`src/hdl/drr_pkg.sv`:
```
// Package for the driver risk rule engine: field widths, alert and risk codes,
// register indexes and configuration reset values. No dependencies.
package drr_pkg;

	localparam int IN_TDATA_W  = 88;
	localparam int OUT_TDATA_W = 64;
	localparam int CFG_IDX_W   = 3;
	localparam int CFG_DATA_W  = 32;
	localparam int EVT_OUT_W   = 16;

	typedef enum logic [1:0] {
		RISK_CLEAR    = 2'd0,
		RISK_NOTICE   = 2'd1,
		RISK_WARNING  = 2'd2,
		RISK_CRITICAL = 2'd3
	} risk_t;

	typedef enum logic [2:0] {
		ALERT_NONE   = 3'd0,
		ALERT_DROWSY = 3'd1,
		ALERT_PHONE  = 3'd2,
		ALERT_CRASH  = 3'd3,
		ALERT_SENSOR = 3'd4
	} alert_t;

	typedef enum logic [2:0] {
		REG_PERCLOS_CRITICAL = 3'd0,
		REG_PERCLOS_WARNING  = 3'd1,
		REG_PERCLOS_NOTICE   = 3'd2,
		REG_COLLISION_SQ     = 3'd3,
		REG_COLLISION_HOLD   = 3'd4,
		REG_HARSH_SQ         = 3'd5,
		REG_TURN_LIMIT       = 3'd6,
		REG_RECOVERY_PERIOD  = 3'd7
	} cfg_idx_t;

	localparam logic [15:0] RST_PERCLOS_CRITICAL = 16'd32768;
	localparam logic [15:0] RST_PERCLOS_WARNING  = 16'd19661;
	localparam logic [15:0] RST_PERCLOS_NOTICE   = 16'd9830;
	localparam logic [31:0] RST_COLLISION_SQ     = 32'd1557504;
	localparam logic [15:0] RST_COLLISION_HOLD   = 16'd200;
	localparam logic [31:0] RST_HARSH_SQ         = 32'd4096;
	localparam logic [14:0] RST_TURN_LIMIT       = 15'd1920;
	localparam logic [15:0] RST_RECOVERY_PERIOD  = 16'd1000;

	localparam logic signed [15:0] HARSH_AX = 16'sd48;
	localparam logic [6:0] SCORE_MAX    = 7'd100;
	localparam logic [6:0] BRAKE_COST   = 7'd3;
	localparam logic [6:0] ACCEL_COST   = 7'd2;
	localparam logic [6:0] TURN_COST    = 7'd2;

	// one tick request after the input register
	typedef struct packed {
		logic        imu_present;
		logic [15:0] accel_x;
		logic [15:0] accel_y;
		logic [15:0] accel_z;
		logic [15:0] yaw_rate;
		logic        camera_present;
		logic [1:0]  camera_fatigue_level;
		logic [15:0] eye_closure_ratio;
		logic        phone_in_use;
		logic        sensors_healthy;
	} tick_t;

endpackage

```
`src/hdl/driver_risk_rule_engine.sv`:
```
// Driver risk rule engine top level: input register, rule logic, trip score
// state and result register. Depends on drr_pkg.
//
// channel  dir  handshake           payload
// s_*      in   s_tvalid/s_tready   s_tdata: one 50 ms sensor tick
// m_*      out  m_tvalid/m_tready   m_tdata: risk, alert, score, event counts
// cfg_*    in   cfg_we              cfg_index, cfg_data: threshold registers
//
// One request per cycle sustained while the result is not stalled; a request passes the input
// register, then the result register after the squarers and compares.
// arst_n clears valids, trip state (score 100) and registers to their defaults.
// A stalled result holds in the result register; the input register still takes
// one more request, and s_tready drops only when both stages are full.
module driver_risk_rule_engine #(
	parameter int COUNT_BITS = 16
) (
	input  logic                              clk,
	input  logic                              arst_n,
	input  logic                              s_tvalid,
	output logic                              s_tready,
	// imu_present, accel_x, accel_y, accel_z, yaw_rate, camera_present,
	// camera_fatigue_level, eye_closure_ratio, phone_in_use, sensors_healthy, 2'b0
	input  logic [drr_pkg::IN_TDATA_W-1:0]    s_tdata,
	output logic                              m_tvalid,
	input  logic                              m_tready,
	// risk_level, alert_kind, score, brake_events, accel_events,
	// turn_events, 4'b0
	output logic [drr_pkg::OUT_TDATA_W-1:0]   m_tdata,
	input  logic                              cfg_we,
	input  logic [drr_pkg::CFG_IDX_W-1:0]     cfg_index,
	input  logic [drr_pkg::CFG_DATA_W-1:0]    cfg_data
);

	localparam logic [COUNT_BITS-1:0] CNT_MAX = '1;

	// configuration
	logic [15:0] perclos_critical_q, perclos_warning_q, perclos_notice_q;
	logic [31:0] collision_sq_q, harsh_sq_q;
	logic [15:0] collision_hold_q, recovery_period_q;
	logic [14:0] turn_limit_q;

	always_ff @(posedge clk or negedge arst_n) begin
		if (!arst_n) begin
			perclos_critical_q <= drr_pkg::RST_PERCLOS_CRITICAL;
			perclos_warning_q  <= drr_pkg::RST_PERCLOS_WARNING;
			perclos_notice_q   <= drr_pkg::RST_PERCLOS_NOTICE;
			collision_sq_q     <= drr_pkg::RST_COLLISION_SQ;
			collision_hold_q   <= drr_pkg::RST_COLLISION_HOLD;
			harsh_sq_q         <= drr_pkg::RST_HARSH_SQ;
			turn_limit_q       <= drr_pkg::RST_TURN_LIMIT;
			recovery_period_q  <= drr_pkg::RST_RECOVERY_PERIOD;
		end else if (cfg_we) begin
			unique case (drr_pkg::cfg_idx_t'(cfg_index))
				drr_pkg::REG_PERCLOS_CRITICAL: perclos_critical_q <= cfg_data[15:0];
				drr_pkg::REG_PERCLOS_WARNING:  perclos_warning_q  <= cfg_data[15:0];
				drr_pkg::REG_PERCLOS_NOTICE:   perclos_notice_q   <= cfg_data[15:0];
				drr_pkg::REG_COLLISION_SQ:     collision_sq_q     <= cfg_data;
				drr_pkg::REG_COLLISION_HOLD:   collision_hold_q   <= cfg_data[15:0];
				drr_pkg::REG_HARSH_SQ:         harsh_sq_q         <= cfg_data;
				drr_pkg::REG_TURN_LIMIT:       turn_limit_q       <= cfg_data[14:0];
				drr_pkg::REG_RECOVERY_PERIOD:  recovery_period_q  <= cfg_data[15:0];
				default: ;
			endcase
		end
	end

	// input register
	logic           tick_valid_s1;
	drr_pkg::tick_t tick_s1;
	logic           advance;
	logic           m_tvalid_q;
	logic [drr_pkg::OUT_TDATA_W-1:0] m_tdata_q;

	assign advance  = tick_valid_s1 && (!m_tvalid_q || m_tready);
	assign s_tready = !tick_valid_s1 || advance;

	always_ff @(posedge clk or negedge arst_n) begin
		if (!arst_n) begin
			tick_valid_s1 <= 1'b0;
		end else if (s_tready) begin
			tick_valid_s1 <= s_tvalid;
		end
	end

	always_ff @(posedge clk) begin
		if (s_tvalid && s_tready) begin
			tick_s1.imu_present          <= s_tdata[0];
			tick_s1.accel_x              <= s_tdata[16:1];
			tick_s1.accel_y              <= s_tdata[32:17];
			tick_s1.accel_z              <= s_tdata[48:33];
			tick_s1.yaw_rate             <= s_tdata[64:49];
			tick_s1.camera_present       <= s_tdata[65];
			tick_s1.camera_fatigue_level <= s_tdata[67:66];
			tick_s1.eye_closure_ratio    <= s_tdata[83:68];
			tick_s1.phone_in_use         <= s_tdata[84];
			tick_s1.sensors_healthy      <= s_tdata[85];
		end
	end

	// trip state
	logic                  impact_active_q;
	logic [15:0]           impact_ticks_q;
	logic [15:0]           recovery_phase_q;
	logic [6:0]            score_q;
	logic [COUNT_BITS-1:0] brake_q, accel_q, turn_q;

	logic                  impact_active_d;
	logic [15:0]           impact_ticks_d;
	logic [15:0]           phase_inc, recovery_phase_d;
	logic [6:0]            score_d;
	logic [COUNT_BITS-1:0] brake_d, accel_d, turn_d;
	logic                  wrap;
	logic signed [31:0]    sq_x, sq_y, sq_z;
	logic [31:0]           mag;
	logic [15:0]           gabs;
	drr_pkg::risk_t        risk;
	drr_pkg::alert_t       alert;

	always_comb begin
		sq_x = $signed(tick_s1.accel_x) * $signed(tick_s1.accel_x);
		sq_y = $signed(tick_s1.accel_y) * $signed(tick_s1.accel_y);
		sq_z = $signed(tick_s1.accel_z) * $signed(tick_s1.accel_z);
		mag  = unsigned'(sq_x) + unsigned'(sq_y) + unsigned'(sq_z);
		gabs = tick_s1.yaw_rate[15] ? 16'(-tick_s1.yaw_rate) : tick_s1.yaw_rate;

		phase_inc        = recovery_phase_q + 16'd1;
		wrap             = phase_inc >= recovery_period_q;
		recovery_phase_d = wrap ? 16'd0 : phase_inc;

		risk            = drr_pkg::RISK_CLEAR;
		alert           = drr_pkg::ALERT_NONE;
		impact_active_d = impact_active_q;
		impact_ticks_d  = impact_ticks_q;
		score_d         = score_q;
		brake_d         = brake_q;
		accel_d         = accel_q;
		turn_d          = turn_q;

		// collision hold
		if (tick_s1.imu_present) begin
			if (mag > collision_sq_q) begin
				impact_active_d = 1'b1;
				if (!impact_active_q) begin
					impact_ticks_d = 16'd1;
				end else if (impact_ticks_q != 16'hFFFF) begin
					impact_ticks_d = impact_ticks_q + 16'd1;
				end
				if (impact_ticks_d > collision_hold_q) begin
					risk  = drr_pkg::RISK_CRITICAL;
					alert = drr_pkg::ALERT_CRASH;
				end
			end else begin
				impact_active_d = 1'b0;
				impact_ticks_d  = 16'd0;
			end
		end

		// fatigue and distraction
		if (tick_s1.camera_present) begin
			if (tick_s1.camera_fatigue_level[1] ||
			    tick_s1.eye_closure_ratio > perclos_critical_q) begin
				risk  = drr_pkg::RISK_CRITICAL;
				alert = drr_pkg::ALERT_DROWSY;
			end else if (tick_s1.eye_closure_ratio > perclos_warning_q) begin
				risk  = drr_pkg::RISK_WARNING;
				alert = drr_pkg::ALERT_DROWSY;
			end else if (tick_s1.eye_closure_ratio > perclos_notice_q) begin
				// notice band leaves risk and alert alone
			end else if (tick_s1.phone_in_use) begin
				alert = drr_pkg::ALERT_PHONE;
			end
		end

		if (!tick_s1.sensors_healthy) begin
			risk  = drr_pkg::RISK_CRITICAL;
			alert = drr_pkg::ALERT_SENSOR;
		end

		// trip score
		if (tick_s1.imu_present) begin
			if (mag > harsh_sq_q) begin
				if ($signed(tick_s1.accel_x) < -drr_pkg::HARSH_AX) begin
					if (brake_q != CNT_MAX) brake_d = brake_q + 1'b1;
					score_d = (score_d > drr_pkg::BRAKE_COST) ?
					          score_d - drr_pkg::BRAKE_COST : 7'd0;
				end else if ($signed(tick_s1.accel_x) > drr_pkg::HARSH_AX) begin
					if (accel_q != CNT_MAX) accel_d = accel_q + 1'b1;
					score_d = (score_d > drr_pkg::ACCEL_COST) ?
					          score_d - drr_pkg::ACCEL_COST : 7'd0;
				end
			end
			if (gabs > {1'b0, turn_limit_q}) begin
				if (turn_q != CNT_MAX) turn_d = turn_q + 1'b1;
				score_d = (score_d > drr_pkg::TURN_COST) ?
				          score_d - drr_pkg::TURN_COST : 7'd0;
			end
			if (wrap && score_d < drr_pkg::SCORE_MAX) score_d = score_d + 7'd1;
		end
	end

	always_ff @(posedge clk or negedge arst_n) begin
		if (!arst_n) begin
			impact_active_q  <= 1'b0;
			impact_ticks_q   <= '0;
			recovery_phase_q <= '0;
			score_q          <= drr_pkg::SCORE_MAX;
			brake_q          <= '0;
			accel_q          <= '0;
			turn_q           <= '0;
		end else if (advance) begin
			impact_active_q  <= impact_active_d;
			impact_ticks_q   <= impact_ticks_d;
			recovery_phase_q <= recovery_phase_d;
			score_q          <= score_d;
			brake_q          <= brake_d;
			accel_q          <= accel_d;
			turn_q           <= turn_d;
		end
	end

	// result register
	always_ff @(posedge clk or negedge arst_n) begin
		if (!arst_n) begin
			m_tvalid_q <= 1'b0;
		end else if (advance) begin
			m_tvalid_q <= 1'b1;
		end else if (m_tready) begin
			m_tvalid_q <= 1'b0;
		end
	end

	always_ff @(posedge clk) begin
		if (advance) begin
			m_tdata_q <= {4'b0,
			              drr_pkg::EVT_OUT_W'(turn_d),
			              drr_pkg::EVT_OUT_W'(accel_d),
			              drr_pkg::EVT_OUT_W'(brake_d),
			              score_d, alert, risk};
		end
	end

	assign m_tvalid = m_tvalid_q;
	assign m_tdata  = m_tdata_q;

	a_score_cap: assert property (@(posedge clk) disable iff (!arst_n)
		score_q <= drr_pkg::SCORE_MAX)
		else $error("trip score above maximum");

	a_impact_ticks: assert property (@(posedge clk) disable iff (!arst_n)
		impact_active_q == (impact_ticks_q != 16'd0))
		else $error("impact flag and tick count disagree");

	a_fault_critical: assert property (@(posedge clk) disable iff (!arst_n)
		m_tvalid_q && m_tdata_q[4:2] == drr_pkg::ALERT_SENSOR |->
		m_tdata_q[1:0] == drr_pkg::RISK_CRITICAL)
		else $error("fault alert without critical risk");

	a_stage_hold: assert property (@(posedge clk) disable iff (!arst_n)
		tick_valid_s1 && !advance |=> tick_valid_s1 && $stable(tick_s1))
		else $error("stalled tick lost from input register");

endmodule

```
`config.mk`:
```
export PLATFORM = sky130hd
export DESIGN_NAME = driver_risk_rule_engine
export DESIGN_NICKNAME = d
export VERILOG_FILES = /design/src/hdl/drr_pkg.sv /design/src/hdl/driver_risk_rule_engine.sv
export SDC_FILE = /design/constraint.sdc
export NUM_CORES = 2
export LEC_CHECK = 0
export ABC_AREA = 1
export BUFFER_PORTS_ARGS = -buffer_cell sky130_fd_sc_hd__buf_4
export CORE_MARGIN = 4
export CORE_UTILIZATION = 45
export CTS_CLUSTER_SIZE = 20
export DETAILED_ROUTE_END_ITERATION = 12
export SLEW_MARGIN = 20
export SYNTH_ARGS = -nofsm -noshare
export SYNTH_HDL_FRONTEND = slang
export SYNTH_SLANG_ARGS = --single-unit
```
`constraint.sdc`:
```
create_clock -name clk -period 11.5 [get_ports clk]
set_clock_uncertainty 0.05 [all_clocks]
set_input_delay 0.575 -clock clk [delete_from_list [all_inputs] [get_ports clk]]
set_output_delay 0.575 -clock clk [all_outputs]
set_load 0.1 [all_outputs]
```
---- Word level (Yosys, flattened, before mapping) ----
Index checks and enable logic that the tools add are counted.
cells by class
  add/sub/neg operators ................... 12
  muxes and demuxes ....................... 47
  magnitude comparators ................... 14
  $mul .................................... 3
  reductions and logical operators ........ 19
  equality and inequality tests ........... 11
operator list
  cell                   number
  $mux 16                19
  $mul 16x16->32         3
  $add 16x1->16 const B  5
  $mux 7                 11
  $add 32x32->32         2
  $gt 16x16->1           4
  $gt 32x32->1           2
  $ne 16x16->1 const B   4
  $gt 7x2->1 const B     3
  $sub 7x2->7 const B    3
  $mux 2                 9
  $reduce_and 2->1       9
  $ge 16x16->1           1
  $gt 16x15->1           1
  $gt 16x7->1 const B    1
  $lt 16x7->1 const B    1
  $neg 16->16            1
  $mux 3                 5
  $eq 3x3->1 const B     4
  $add 7x1->7 const B    1
  $lt 7x7->1 const B     1
  $eq 3x2->1 const B     2
  $eq 3x1->1 const B     1
  $logic_and 1x1->1      3
  other kinds (5)        10
word-level totals
  bits in registers ....................... 395
  bits of input ports ..................... 128
  word-level logic and storage cells ...... 135
  output and inout bits ................... 66

---- Logic depth before layout (Yosys ltp) ----
  depth after elaboration ................. 15
  mapped depth ............................ 64
  gate-level depth less buffers ........... 63

---- Worst setup path before layout ----
Ideal clock, no wire load.
  path kind ............................... reg-to-reg
  from .................................... register tick_s1[39] (netlist bit)
  to ...................................... register m_tdata_q (netlist bit m_tdata[10]) (data pin)
  arrival time ............................ 10.119 ns
  buffers on the path ..................... 3
  setup time .............................. 0.254 ns
  data required time ...................... 11.196 ns
  setup slack ............................. 1.077 ns
  clock period less this slack ............ 10.423 ns
  stages on the path, launching flop included .. 61
  cell sequence ........................... edfxtp_1 -> clkbuf_1 -> clkbuf_1 -> nand2_1 -> inv_1 -> fa_1 -> inv_1 -> fa_1 -> fa_1 -> fa_1 -> inv_1 -> fa_1 -> fa_1 -> fa_1 -> fa_1 -> inv_1 -> fa_1 -> inv_1 -> [25 not listed] -> nand2_4 -> buf_12 -> nand2_2 -> nand2_2 -> ha_1 -> inv_1 -> nor2_1 -> nand3_1 -> xor2_1 -> nand2_1 -> nor2_2 -> nand2_4 -> nand2_4 -> inv_2 -> nand2_1 -> nand2_1 -> nand2_1 -> nand2_1
on the way
  cells in the longest elaborated chain, start to end .. 13
  elaborated cells between the ends (all ways) .. 15
  classes of those cells .................. add/sub (3); mul (1); order compare (3); mux (7); reduce/logical (1)
RTL lines
  item                                              line                                                            source
  start: declaration                                driver_risk_rule_engine.sv:69                                   drr_pkg::tick_t tick_s1;
  $mul 16x16->32 (*)                                driver_risk_rule_engine.sv:122                                  sq_z = $signed(tick_s1.accel_z) * $signed(tick_s1.accel_z);
  $add 32x32->32 (*)                                driver_risk_rule_engine.sv:123                                  mag = unsigned'(sq_x) + unsigned'(sq_y) + unsigned'(sq_z);
  $gt 32x32->1 (*)                                  driver_risk_rule_engine.sv:181                                  if (mag > harsh_sq_q) begin
  $mux 7 (*)                                        driver_risk_rule_engine.sv:181
  $mux 7 (*)                                        driver_risk_rule_engine.sv:180                                  if (tick_s1.imu_present) begin
  $sub 7x2->7 / $gt 7x2->1 (equally long branches)  driver_risk_rule_engine.sv:195, driver_risk_rule_engine.sv:194
  $mux 7                                            driver_risk_rule_engine.sv:194                                  score_d = (score_d > drr_pkg::TURN_COST) ?
  $mux 7 (*)                                        driver_risk_rule_engine.sv:192                                  if (gabs > {1'b0, turn_limit_q}) begin
  $mux 7 (*)                                        driver_risk_rule_engine.sv:180
  $lt 7x7->1                                        driver_risk_rule_engine.sv:197                                  if (wrap && score_d < drr_pkg::SCORE_MAX) score_d = score_d + 7'd1;
  $logic_and 1x1->1                                 driver_risk_rule_engine.sv:197
  $mux 7 (*)                                        driver_risk_rule_engine.sv:197
  $mux 7 (*)                                        driver_risk_rule_engine.sv:180
  named net score_d[5]                              driver_risk_rule_engine.sv:110                                  logic [6:0] score_d;
  end signal: assignment                            driver_risk_rule_engine.sv:234                                  m_tdata_q <= {4'b0,
  end: declaration                                  driver_risk_rule_engine.sv:72                                   logic [drr_pkg::OUT_TDATA_W-1:0] m_tdata_q;
Mark *: on every way through the listed nets, which the timed path passes. The rest lies on a longest branch. The select of a mux whose other input is x is not followed.
A chain may end at the register's enable or synchronous reset.

---- Final worst setup path ----
  from .................................... register tick_s1[69] (netlist bit)
  to ...................................... register m_tdata_q (netlist bit m_tdata[6]) (data pin)
on the way
  cells in the longest elaborated chain, start to end .. 14
  elaborated cells between the ends (all ways) .. 20
  classes of those cells .................. add/sub (4); mul (1); order compare (5); mux (9); reduce/logical (1)
RTL lines
  item                                              line                                                            source
  $mul 16x16->32                                    driver_risk_rule_engine.sv:120                                  sq_x = $signed(tick_s1.accel_x) * $signed(tick_s1.accel_x);
  $add 32x32->32 (2 in a row)                       driver_risk_rule_engine.sv:123
  $gt 32x32->1                                      driver_risk_rule_engine.sv:181
  $mux 7 (*)                                        driver_risk_rule_engine.sv:181
  $mux 7 (*)                                        driver_risk_rule_engine.sv:180
  $sub 7x2->7 / $gt 7x2->1 (equally long branches)  driver_risk_rule_engine.sv:195, driver_risk_rule_engine.sv:194
  $mux 7                                            driver_risk_rule_engine.sv:194
  $mux 7 (*)                                        driver_risk_rule_engine.sv:192
  $mux 7 (*)                                        driver_risk_rule_engine.sv:180
  $lt 7x7->1                                        driver_risk_rule_engine.sv:197
  $logic_and 1x1->1                                 driver_risk_rule_engine.sv:197
  $mux 7 (*)                                        driver_risk_rule_engine.sv:197
  $mux 7 (*)                                        driver_risk_rule_engine.sv:180
  named net score_d[1]                              driver_risk_rule_engine.sv:110
Marked as above.

==> flow_summary.toml <==
[run_status]
status = "complete, no violations"

[clock_network]
cts-root-buf = "clkbuf_16"
cts_buffers = 51
cts_num_sinks = 394
clk_transition_reported_paths_ps = 60
tritoncts = "built"
clk_latency_ps = 660
clockBufferDepth = 3
htree_levels = 2

[sta]
fin_crit_ps = 10920
fmax_mhz = 91.6
slew_headroom_pct = 32.9
tightestPinTransition_ps = 1010
finalHoldViolCount = 0
maxSlewViolCount = 0
fin_hold_ws_ps = 55.3
setup_violations = 0
finalCritPeriodShare_pct = 94.9

[logic_synthesis]
syn_avg_cell_area_um2 = 9.06
synth_top_cell_area_share_pct = 34.0
ys_seq_elements = 394
post_synth_num_cell_types = 65
async_flop_share_pct = 63.2
yosysWarningCount = 0
synth_ff_type = "dfrtp_1"
seq_area_frac_synth_pct = 22.2
synth_area_um2 = 48000
synth_edf_count = 145
synth_cells = 5299
synth_top_area_cell = "fa_1"
synth_area_leaders = "fa_1, inv_1, dfrtp_1"

[placement]
gp_congestion = 0.895
io_buffer_count = 186
dp_hpwl_mm = 96.1

[detailed_routing]
drc_errors = 0
post_drt_wl_per_cell_um = 16.4
vias_per_cell = 4.76
first_pass_iters = 5
num_vias = 33320
postRouteWirelength_mm = 115
drtIter0Drc = 1782
ant_nets = 0

[setup_path]
critPathArrivalTime_ps = 11240
r2r-end = "m_tdata[6]"
cpMostUsedCell = "fa_1"
end_kind = "register"
reg2reg_slack_ps = 580
cp_slowest_stage_delay_ps = 570
crit_path_max_fanout = 10
critPathKind = "reg -> reg"
worstSetupStartpointType = "register"
rr_worst_depth = 48
r2r-start = "tick_s1[69]"
cpMaxStageDelayCell = "fa_1"
required_ps = 11820

[layout]
fillers = 9945
drive_above_1_share_pct = 9.60
final_cell_mix = "inv_1, nand2_1, fa_1"
finalNetCount = 6885
layout_commonest_cell = "inv_1"
syn_to_final_growth_pct = 12.4

[worst_hold_path]
hold_depth = 1
hold_start = "s_tdata[69]"
holdPathEnd = "tick_s1[3]"
hold_path_class = "in -> reg"

[global_route]
grt_pass1_wl_mm = 188
antenna_found_initial = 7
grt_pass1_vias = 35199
grt_usage_pct = 21.2
gr-total-overflow = 0
grt_max_degree = 134

[run]
maxCapViolations = 0

[floorplanning]
chipWidth_um = 335
start_util_pct = 45.5
ios = 194
core_area_um2 = 106000
dieArea_um2 = 112000
die_h_um = 335
row_count = 119
## registers in the layout, indices dropped and copies added, names as in the netlist, 32 cells and up
register        count
collision_sq_q     32
harsh_sq_q         32
m_tdata            60
tick_s1            85
## synthesized netlist by cell type (4+ instances only)
cell type / n
inv_1: 1549
nand2_1: 947
fa_1: 816
ha_1: 379
o21ai_0: 287
dfrtp_1: 209
edfxtp_1: 145
nor2_1: 143
clkbuf_1: 117
xor2_1: 110
a21oi_1: 109
nand3_1: 92
xnor2_1: 50
nor3_1: 48
dfstp_2: 40
nand4_1: 29
or2_2: 17
buf_2: 16
nand2_2: 15
inv_2: 13
nor4_1: 12
nor2_2: 11
buf_4: 10
o211ai_1: 10
buf_1: 9
o21ai_1: 8
o21bai_1: 8
a211oi_1: 7
a21o_1: 7
a221oi_1: 7
a31oi_1: 7
nand2_4: 6
nand3_2: 6
o21a_1: 6
nor4_2: 4
o2111ai_1: 4
## per-layer routing
metal / vias up / track usage, % / share of wire [%]
met2: 652 / 34.1 / 46
met4: 4 / 5.95 / 3.0
met5: - / 0 / 0.023
met1: 16355 / 30.0 / 46
li1: 16170 / - / -
met3: 139 / 3.43 / 5.1
## final cells by class
type / count / area, um^2 / share of cell area [%]
diodes: 3 / 7.51 / 0.0139
clock buffers: 63 / 1370 / 2.54
clock inverters: 33 / 432 / 0.800
inverters: 1565 / 5880 / 10.9
multi-input cells: 3187 / 30900 / 57.4
flip-flops and latches: 394 / 10600 / 19.7
well taps: 1391 / 1740 / 3.23
repair buffers: 363 / 2940 / 5.45
## stage by stage
step	setup slack [ps]	cell area, um^2	util [%]	cells	TNS (ps)
2_1_floorplan	1080	48000	-	5302	0
3_3_place_gp	363	51100	48.4	6804	0
3_5_place_dp	296	51100	48.4	6804	0
4_1_cts	203	53600	50.7	6964	0
5_1_grt	-76.4	53900	51.1	6996	-286
6_report	583	54000	51.1	6999	0
## worst max-delay path, delay by kind of cell (launching register included)
family / cells / cell delay (ps)
adder cells (fa/ha/maj): 12 / 5460
XOR/XNOR: 1 / 160
AO/OA/AOI/OAI: 6 / 710
buffers and inverters: 9 / 990
AND/OR/NAND/NOR: 20 / 2720
flip-flops: 1 / 530
## cells by family after synthesis
logic type	Yosys count	synth area share [%]
flip-flops	394	22.2
AO/OA/AOI/OAI	485	5.55
AND/OR/NAND/NOR	1343	11.8
XOR/XNOR	160	2.92
other	1	0.00781
buffers and inverters	1721	13.7
adder cells (fa/ha/maj)	1195	43.9
## how the worst max path moves through the flow
stage | start | end | slack, ps | cells after the start
2_1_floorplan | tick_s1[39] | m_tdata[10] | 1080 | 60
3_3_place_gp | tick_s1[54] | m_tdata[7] | 360 | 46
3_5_place_dp | tick_s1[54] | m_tdata[6] | 300 | 40
4_1_cts | tick_s1[54] | m_tdata[6] | 200 | 40
5_1_grt | tick_s1[70] | m_tdata[10] | -80 | 55
6_report | tick_s1[69] | m_tdata[6] | 580 | 48
## timing repair
item	4_1_cts	5_1_grt
resized for setup	0	29
hold endpoints to repair	141	0
endpoints found under the setup margin	0	16
hold buffers	64	0
setup buffers	0	32
Power is not shown: default switching activity piles up to over one toggle a cycle in this logic, so the estimate is an artifact.
